===== config.mk =====
export PLATFORM = sky130hd
export DESIGN_NAME = poly1305_mac
export DESIGN_NICKNAME = d
export VERILOG_FILES = /design/src/rtl/core/p1305_pkg.sv /design/src/rtl/core/p1305_mul.sv /design/src/rtl/core/poly1305_mac.sv
export SDC_FILE = /design/constraint.sdc
export NUM_CORES = 2
export LEC_CHECK = 0
export BUFFER_PORTS_ARGS = -buffer_cell sky130_fd_sc_hd__buf_2
export CAP_MARGIN = 20
export CORE_UTILIZATION = 40
export DETAILED_ROUTE_END_ITERATION = 10
export HOLD_SLACK_MARGIN = 0.03
export PLACE_DENSITY = 0.58
export SLEW_MARGIN = 0
export SYNTH_ARGS = -nofsm -noshare
export SYNTH_HDL_FRONTEND = slang
export SYNTH_SLANG_ARGS = --single-unit

===== constraint.sdc =====
create_clock -name clk -period 23.2 [get_ports clk]
set_input_delay 6.96 -clock clk [delete_from_list [all_inputs] [get_ports clk]]
set_output_delay 6.96 -clock clk [all_outputs]
set_load 0.005 [all_outputs]

===== src/rtl/core/p1305_pkg.sv =====
// Poly1305 MAC shared definitions: request payload types, widths, clamp masks
// and configuration register indexes. No dependencies.
package p1305_pkg;

  localparam int ACC_W  = 131;
  localparam int R_W    = 124;
  localparam int M_W    = 129;
  localparam int ADDR_W = 5;

  localparam logic [63:0] CLAMP_LO = 64'h0fff_fffc_0fff_ffff;
  localparam logic [63:0] CLAMP_HI = 64'h0fff_fffc_0fff_fffc;

  localparam logic [1:0] REG_R_LOW  = 2'd0;
  localparam logic [1:0] REG_R_HIGH = 2'd1;
  localparam logic [1:0] REG_S_LOW  = 2'd2;
  localparam logic [1:0] REG_S_HIGH = 2'd3;

  typedef struct packed {
    logic [63:0] block_low;
    logic [63:0] block_high;
    logic [4:0]  byte_count;
    logic        last;
  } msg_t;

  typedef struct packed {
    logic [63:0] tag_low;
    logic [63:0] tag_high;
  } tag_t;

endpackage


===== src/rtl/core/p1305_mul.sv =====
// Bit-serial multiplier modulo 2^130-5, one bit of r per cycle, MSB first.
// Depends on p1305_pkg.
module p1305_mul (
  input  logic                      clk,
  input  logic                      rst,
  input  logic                      start,
  input  logic [p1305_pkg::ACC_W-1:0] a,
  input  logic [p1305_pkg::R_W-1:0]   r,
  output logic                      done,
  output logic [p1305_pkg::ACC_W-1:0] prod
);
  import p1305_pkg::*;

  localparam int CNT_W = $clog2(R_W);

  logic [ACC_W-1:0] acc;
  logic [ACC_W-1:0] acc_next;
  logic [ACC_W-1:0] a_q;
  logic [R_W-1:0]   rsh;
  logic [CNT_W-1:0] cnt;
  logic             busy;
  logic [ACC_W+1:0] x;
  logic [2:0]       top;
  logic [4:0]       fold;

  // double, add, fold bits at 2^130 back in as times 5
  always_comb begin
    x        = {1'b0, acc, 1'b0} + {2'b0, (rsh[R_W-1] ? a_q : '0)};
    top      = x[ACC_W+1:ACC_W-1];
    fold     = {top, 2'b0} + {2'b0, top};
    acc_next = {1'b0, x[ACC_W-2:0]} + ACC_W'(fold);
  end

  always_ff @(posedge clk) begin
    if (rst) begin
      busy <= 1'b0;
      done <= 1'b0;
      cnt  <= '0;
    end else if (start) begin
      a_q  <= a;
      rsh  <= r;
      acc  <= '0;
      cnt  <= CNT_W'(R_W - 1);
      busy <= 1'b1;
      done <= 1'b0;
    end else if (busy) begin
      acc <= acc_next;
      rsh <= rsh << 1;
      cnt <= cnt - 1'b1;
      if (cnt == '0) begin
        busy <= 1'b0;
        done <= 1'b1;
      end
    end else begin
      done <= 1'b0;
    end
  end

  assign prod = acc;

endmodule


===== src/rtl/core/poly1305_mac.sv =====
// Poly1305 MAC top level: APB key registers, block padding, sequencer,
// freeze and tag output. Depends on p1305_pkg and p1305_mul.
//
// A block with a nonzero byte count holds msg_ready low from its acceptance
// until it is fully processed, so no new block is taken while one is in
// flight. The padded block is added to the accumulator and handed to the
// bit-serial multiplier, which walks the 124 bits of the clamped r one per
// cycle and then hands back the product. A non-last block then returns the
// sequencer to idle for the next request; a last block passes through
// freeze and the add of s before the tag is registered, and the tag state
// holds while an earlier tag still waits on the output. A zero-byte block
// skips the multiplier: a last one goes straight to freeze, and a non-last
// one is dropped at once. A new request is taken while a finished tag still
// waits on the output. Key registers are 64 bits at byte addresses 0, 8, 16
// and 24 (r low, r high, s low, s high); r is clamped on use and reads back
// as written.
module poly1305_mac (
  input  logic                         clk,
  input  logic                         rst,
  input  logic                         psel,
  input  logic                         penable,
  input  logic                         pwrite,
  input  logic [p1305_pkg::ADDR_W-1:0] paddr,
  input  logic [63:0]                  pwdata,
  output logic [63:0]                  prdata,
  output logic                         pready,
  input  logic                         msg_valid,
  output logic                         msg_ready,
  input  p1305_pkg::msg_t              msg,
  output logic                         tag_valid,
  input  logic                         tag_ready,
  output p1305_pkg::tag_t              tag
);
  import p1305_pkg::*;

  typedef enum logic [2:0] {
    S_IDLE,
    S_ADD,
    S_MUL,
    S_FREEZE,
    S_TAG
  } state_t;

  state_t           state;
  logic [63:0]      r_low, r_high, s_low, s_high;
  logic [ACC_W-1:0] acc;
  logic [M_W-1:0]   mpad;
  logic [M_W-1:0]   mpad_next;
  logic             last;
  logic [127:0]     fin;
  logic [127:0]     blk;
  logic [4:0]       n;
  logic [ACC_W-1:0] frz;
  logic             mul_start;
  logic             mul_done;
  logic [ACC_W-1:0] mul_prod;
  logic [ACC_W-1:0] mul_a;
  logic [R_W-1:0]   r_clamped;
  logic [127:0]     tag_sum;
  logic             wr;

  assign pready    = 1'b1;
  assign wr        = psel && penable && pwrite;
  assign msg_ready = (state == S_IDLE) && !rst;
  assign r_clamped = R_W'({r_high & CLAMP_HI, r_low & CLAMP_LO});
  assign mul_start = (state == S_ADD);
  assign mul_a     = acc + ACC_W'(mpad);
  assign frz       = acc + ACC_W'(5);
  assign tag_sum   = fin + {s_high, s_low};

  always_comb begin
    unique case (paddr[4:3])
      REG_R_LOW:  prdata = r_low;
      REG_R_HIGH: prdata = r_high;
      REG_S_LOW:  prdata = s_low;
      REG_S_HIGH: prdata = s_high;
      default:    prdata = '0;
    endcase
  end

  // keep counted bytes, then place the 0x01 pad byte right after them
  always_comb begin
    blk       = {msg.block_high, msg.block_low};
    n         = (msg.byte_count > 5'd16) ? 5'd16 : msg.byte_count;
    mpad_next = '0;
    for (int i = 0; i < 16; i++) begin
      if (5'(i) < n) mpad_next[8*i +: 8] = blk[8*i +: 8];
    end
    for (int i = 0; i < 17; i++) begin
      if (5'(i) == n) mpad_next[8*i] = 1'b1;
    end
  end

  p1305_mul u_mul (
    .clk   (clk),
    .rst   (rst),
    .start (mul_start),
    .a     (mul_a),
    .r     (r_clamped),
    .done  (mul_done),
    .prod  (mul_prod)
  );

  always_ff @(posedge clk) begin
    if (rst) begin
      state     <= S_IDLE;
      r_low     <= '0;
      r_high    <= '0;
      s_low     <= '0;
      s_high    <= '0;
      acc       <= '0;
      tag_valid <= 1'b0;
      last      <= 1'b0;
    end else begin
      if (wr) begin
        unique case (paddr[4:3])
          REG_R_LOW:  r_low  <= pwdata;
          REG_R_HIGH: r_high <= pwdata;
          REG_S_LOW:  s_low  <= pwdata;
          REG_S_HIGH: s_high <= pwdata;
          default:    ;
        endcase
      end

      if (tag_valid && tag_ready && state != S_TAG) tag_valid <= 1'b0;

      unique case (state)
        S_IDLE: begin
          if (msg_valid) begin
            mpad <= mpad_next;
            last <= msg.last;
            if (msg.byte_count != 5'd0) state <= S_ADD;
            else if (msg.last) state <= S_FREEZE;
          end
        end
        S_ADD: state <= S_MUL;
        S_MUL: begin
          if (mul_done) begin
            acc   <= mul_prod;
            state <= last ? S_FREEZE : S_IDLE;
          end
        end
        S_FREEZE: begin
          fin   <= frz[ACC_W-1] ? frz[127:0] : acc[127:0];
          state <= S_TAG;
        end
        S_TAG: begin
          if (!tag_valid || tag_ready) begin
            tag.tag_low  <= tag_sum[63:0];
            tag.tag_high <= tag_sum[127:64];
            tag_valid    <= 1'b1;
            acc          <= '0;
            state        <= S_IDLE;
          end
        end
        default: state <= S_IDLE;
      endcase
    end
  end

endmodule

# [Yosys cells after proc, flatten, opt, wreduce, memory -nomap -nowiden]
# Index checks and enable logic that the tools add are counted.
[totals] reg_bits=1172
[classes] n_lt_le_gt_ge=17 n_mux=42 n_eq_ne=28 n_addsub=7 bitwise_logic=2 reduce_logical=29
[ops] operator="$mux W131" n=4
[ops] operator="$pmux W131 S2" n=1
[ops] operator="$pmux W64 S4" n=1
[ops] operator="$mux W124" n=2
[ops] operator="$add A132 B131 Y133" n=1
[ops] operator="$add A130 B5 Y131" n=1
[ops] operator="$add A131 B129 Y131" n=1
[ops] operator="$add A131 B3 Y131 const B" n=1
[ops] operator="$add A128 B128 Y128" n=1
[ops] operator="$mux W128" n=1
[ops] operator="$eq A4 B5 Y1 const A" n=8
[ops] operator="$lt A4 B5 Y1 const A" n=8
[ops] operator="$mux W1" n=23
[ops] operator="$eq A3 B5 Y1 const A" n=4
[ops] operator="$lt A3 B5 Y1 const A" n=4
[ops] operator="$reduce_and A2 Y1" n=8
[ops] operator="$mux W3" n=5
[ops] operator="$pmux W3 S5" n=1
[ops] operator="$mux W7" n=2
[ops] operator="$eq A2 B5 Y1 const A" n=2
[ops] operator="$lt A1 B5 Y1 const A" n=2
[ops] operator="$lt A2 B5 Y1 const A" n=2
[ops] operator="$reduce_and A3 Y1" n=3
[ops] operator="$logic_not A7 Y1" n=1
[ops] operator="other kinds (28)" n=38

# [Depth between registers and ports, before layout]
[logic_depth] word_depth=5 mapped_depth=35 ltp_nobuf=32

# [Hierarchy]
# Synthesis repeated with hierarchy kept, for this count alone.
[unflattened] hier_cells=8811 hier_area_um2=77889.7
[by_module_without_submodules] module="poly1305_mac" cells_each=5543 n_inst=1 area_per_inst_um2=47834.6
[by_module_without_submodules] module="p1305_mul" cells_each=3268 n_inst=1 area_per_inst_um2=30055.1

# [Worst setup path before layout]
# No wires, ideal clock.
[synth_path] kind="input to register" from="in rst" to="reg u_mul.acc[0] (netlist: u_mul.prod[0]), enable pin" required_time_ns=22.325 slack_ns=4.192 arrival_ns=18.133 setup_time_ns=0.875 path_buffers=3 stages=4 cell_sequence="clkbuf_1 clkbuf_1 clkbuf_1 nor2_1"
[synth_between] elab_chain_cells=2
[synth_lines] element="start: declaration" line_no="poly1305_mac.sv:19" rtl="input logic rst,"
[synth_lines] element="$not A1 Y1 (no line)"
[synth_lines] element="$reduce_and A2 Y1 (no line)"
[synth_lines] element="end signal: assignment" line_no="p1305_mul.sv:47" rtl="acc <= acc_next;"
[synth_lines] element="end: declaration" line_no="p1305_mul.sv:16" rtl="logic [ACC_W-1:0] acc;"
# No other way between the ends.
# A chain may end at the register's enable or synchronous reset.

# [Worst setup path after layout]
[layout_path] from="in paddr[3] (netlist name)" to="out prdata[7]"
[layout_between] elab_chain_cells=2 elab_cells_between_ends=5 cone_classes="3 x eq/ne; 1 x mux; 1 x reduce/logical"
[layout_lines] element="start: declaration" line_no="poly1305_mac.sv:23" rtl="input logic [p1305_pkg::ADDR_W-1:0] paddr,"
[layout_lines] element="$eq A2 B2 Y1, or another cell as far along" line_no="poly1305_mac.sv:72" rtl="unique case (paddr[4:3])"
[layout_lines] element="$pmux W64 S4 *" line_no="poly1305_mac.sv:72"
[layout_lines] element="end: declaration" line_no="poly1305_mac.sv:25" rtl="output logic [63:0] prdata,"
# Every way passes the cells marked *; elsewhere a longest branch is shown, timed or not.

==> impl_metrics.csv <==
group,metric,value,unit
run_status,status,"completed",
power_and_ir_drop,p_switching,1.50,mW
worst_setup_path,start_kind,"input pin",
yosys,synth_flop_cell,"edfxtp_1",
die,dieHeight,431,um
routing,drtAntennaViolNets,0,
sta,final-setup-viol-count,0,
clocking,clk_latency,0.83,ns
sta,finalHoldViolCount,0,
routing,drt_pass1_iterations,6,
placed_design,port_buffers,400,
yosys,synth_top_area_frac,0.314,
final_layout,final_util,0.452,
clocking,cts_root_buf,"clkbuf_16",
routing,wl_met1,130,mm
global_route,grt.overflow.total,0,
power_and_ir_drop,ir_drop,0.0614,mV
worst_setup_path,critical_path.endpoint_type,"output pin",
yosys,yosysWarnings,0,
die,placementRows,157,
power_and_ir_drop,sw_frac_of_total,0.279,
power_and_ir_drop,clkPwrFrac,0.430,
sta,fin_crit,16.11,ns
global_route,grt_pass1_vias,60800,
power_and_ir_drop,p_leak,31.8,nW
routing,route.met2.wl,125,mm
global_route,grt_use_total,0.299,
final_layout,drive_above_1_share,0.103,
global_route,grt_max_degree,132,
worst_setup_path,arrival,9.15,ns
routing,drt-wirelength-per-cell,26.1,um
yosys,ys_ff_latch,1172,
yosys,yosysSeqAreaShare,0.423,
flow_run,drv_cap,0,
yosys,synth_enable_flop_cells,771,
placed_design,dp.final_hpwl,227,mm
power_and_ir_drop,pwr-share-seq,0.436,
routing,wl,287,mm
worst_setup_path,worst_path_most_repeated_cell,"buf_4",
sta,rsz0062_at_grt,"false",
yosys,yosysUniqueCellTypes,107,
placed_design,place.gp.congestion,0.993,
die,core_area,183000,um^2
die,die_w,431,um
sta,hold_ws,0.453,ns
final_layout,final-instance-count-excl-fill,11000,
yosys,yosys.area_share.adder,0.0681,
die,io_pins,405,
yosys,synth-simple-area-share,0.214,
clocking,htreeDepth,4,
worst_setup_path,critPathRequiredTime,16.24,ns
yosys,syn_nets,8831,
power_and_ir_drop,power.internal,3.87,mW
worst_setup_path,rr_worst_depth,32,
sta,fmaxAchievable,62.1,MHz
routing,viasPerCell,5.91,
final_layout,nets,9011,
routing,met3_length,23.2,mm
sta,finClkSkew,0.0579,ns
yosys,synthMuxAreaShare,0.0218,
yosys,synthCells,8222,
hold_path,hold_depth,2,
hold_path,hold_class,"register to register",
yosys,synth_area_leaders,"edfxtp_1 31%, dfxtp_1 11%, nand2_1 6.7%",
worst_setup_path,path_class,"input pin to output pin",
clocking,cts_setup_buffers,0,
power_and_ir_drop,finalPower,5.37,mW
routing,drtIter0Drc,6873,
final_layout,area.growth.synth_to_final,12.3,%
clocking,post_cts_resized,0,
sta,maxSlewHeadroom,0.208,
sta,slew_viol_final,0,
yosys,synth_xor_area_frac,0.0684,
sta,setup_tns,0,ns
clocking,clock-sinks,1172,
routing,drc_errors,0,
die,initial_utilization,0.403,
sta,post-route-period-util,0.694,
worst_setup_path,slowest_delay,0.72,ns
clocking,cts-hold-fix-buffers,0,
yosys,synth_compound_area_frac,0.174,
worst_setup_path,worstPathCellList,"buf_4, buf_4, mux4_2, buf_2",
yosys,async_flop_share,0,
power_and_ir_drop,pwr-share-comb,0.134,
placed_design,post-place-cells,10700,
clocking,cts_tree,"built",
clocking,clk_pin_slew,0.06,ns
yosys,avgSynthCellArea,8.97,um^2
sta,tightest_slew,1.19,ns
routing,routed.top_layer,"met5",
clocking,cts_buffer_depth,3,
clocking,cts_buffers,139,
worst_setup_path,crit_fanout,38,
global_route,grt_pass1_wl,412,mm
global_route,antenna_found_initial,12,
power_and_ir_drop,power_density,64.8,nW/um^2
worst_setup_path,crit_slowest_cell,"buf_4",
die,dieArea,186000,um^2
yosys,synth_top_area_cell,"edfxtp_1",
yosys,synth_top_family_by_area,"simple AND/OR/NAND/NOR gates",
yosys,synth.cell_area,73700,um^2
routing,route.vias.total,65000,
## power by group through the flow
stage | Combinational [mW] | Clock, mW | Sequential [mW]
6_report | 0.719 | 2.31 | 2.34
5_1_grt | 0.775 | 2.42 | 2.34
4_1_cts | 0.705 | 2.34 | 2.34
2_1_floorplan | 0.474 | 0 | 2.38
3_3_place_gp | 0.698 | 0 | 2.38
3_5_place_dp | 0.700 | 0 | 2.38
## cell usage after synthesis, drive strengths merged, types with 13 or more instances
library cell and instances:
dfxtp 401, buf 51, nand4 242, or3 53, and3 75, nor2 654, and4 30, a21boi 29
xor2 217, nand2b 48, nor2b 133, and2 242, a22oi 136, mux4 64, a21oi 861, a211o 13
o21a 55, o31ai 33, nor4 78, nor3 172, inv 135, ha 395, a31oi 40, or2 27
xnor2 359, o21ai 361, clkbuf 407, o31a 14, o21bai 78, or4 15, nand2 1325, a211oi 44
nand3 174, mux2i 14, o211ai 37, edfxtp 771, a21o 237
## path summary, 6_finish.rpt
check / from / end / slack (ns)
setup reg to reg: u_mul.rsh[123] / u_mul.prod[116] / 12.16
setup / recovery: paddr[3] / prdata[7] / 7.09
hold / removal: r_low[61] / r_low[61] / 0.45
hold reg to reg: r_low[61] / r_low[61] / 0.45
## registers in the layout, indices dropped and copies added (netlist names)
| register | cells |
|---|---|
| acc | 131 |
| fin | 128 |
| last | 1 |
| mpad | 129 |
| r_high | 64 |
| r_low | 64 |
| s_high | 64 |
| s_low | 64 |
| state | 3 |
| tag | 128 |
| tag_valid | 1 |
| u_mul.a_q | 131 |
| u_mul.busy | 1 |
| u_mul.cnt | 7 |
| u_mul.done | 1 |
| u_mul.prod | 131 |
| u_mul.rsh | 124 |
## worst max-delay path, delay by kind of cell
kind                   cells  cell delay (ns)
multiplexers               1             0.65
buffers and inverters      3             1.43
## cells in the final DEF, fill, tap and decap left out, types with 34 or more instances in the layout
| master | n |
|---|---|
| and3_1 | 74 |
| nand3_1 | 172 |
| o21a_1 | 54 |
| a21oi_1 | 858 |
| mux4_2 | 64 |
| a211oi_1 | 42 |
| nor2b_1 | 133 |
| dfxtp_1 | 401 |
| o211ai_1 | 37 |
| a22oi_1 | 136 |
| clkbuf_16 | 144 |
| xor2_1 | 217 |
| o21ai_0 | 339 |
| o21bai_1 | 78 |
| nand4_1 | 238 |
| or3_1 | 52 |
| a31oi_1 | 39 |
| nand2b_1 | 48 |
| a21o_1 | 236 |
| nor4_1 | 70 |
| buf_4 | 95 |
| edfxtp_1 | 771 |
| nand2_1 | 1322 |
| buf_2 | 399 |
| ha_1 | 395 |
| clkbuf_1 | 34 |
| nor3_1 | 166 |
| xnor2_1 | 359 |
| nor2_1 | 648 |
| inv_1 | 135 |
| and2_1 | 240 |
## area by class of cell
type | count | area, um^2
flip-flops and latches | 1172 | 31200
clock inverters | 65 | 918
multi-input cells | 6456 | 40400
well taps | 2464 | 3080
diodes | 16 | 40.0
fillers | 17900 | 100000
clock buffers | 193 | 3940
repair buffers | 497 | 2760
inverters | 136 | 510
## through the flow
stage	instance area [um^2]	setup WS, ns
after floorplan	73700	4.19
after global placement	77900	7.05
after detailed placement	77900	7.02
after CTS	82800	7.03
after global routing	82800	6.91
final	82800	7.09
## kinds of logic (layout without fill, tap and decap cells)
family                     count (synthesis)  count (layout)
muxes                                     80              80
adders and majority gates                399             399
and+or+nand+nor                         3319            3319
other                                      1              17
buffers and inverters                    594             891
DFF                                     1172            1172
AOI/OAI and AO/OA                       2081            2081
xor gates and xnor gates                 576             576
## layer usage
layer	GRT usage	up-vias
met3	0.0474	345
met2	0.454	2661
li1	-	30200
met5	0	-
met4	0.0910	10
met1	0.433	31800
No activity file was read; power rests on OpenSTA's default activity.
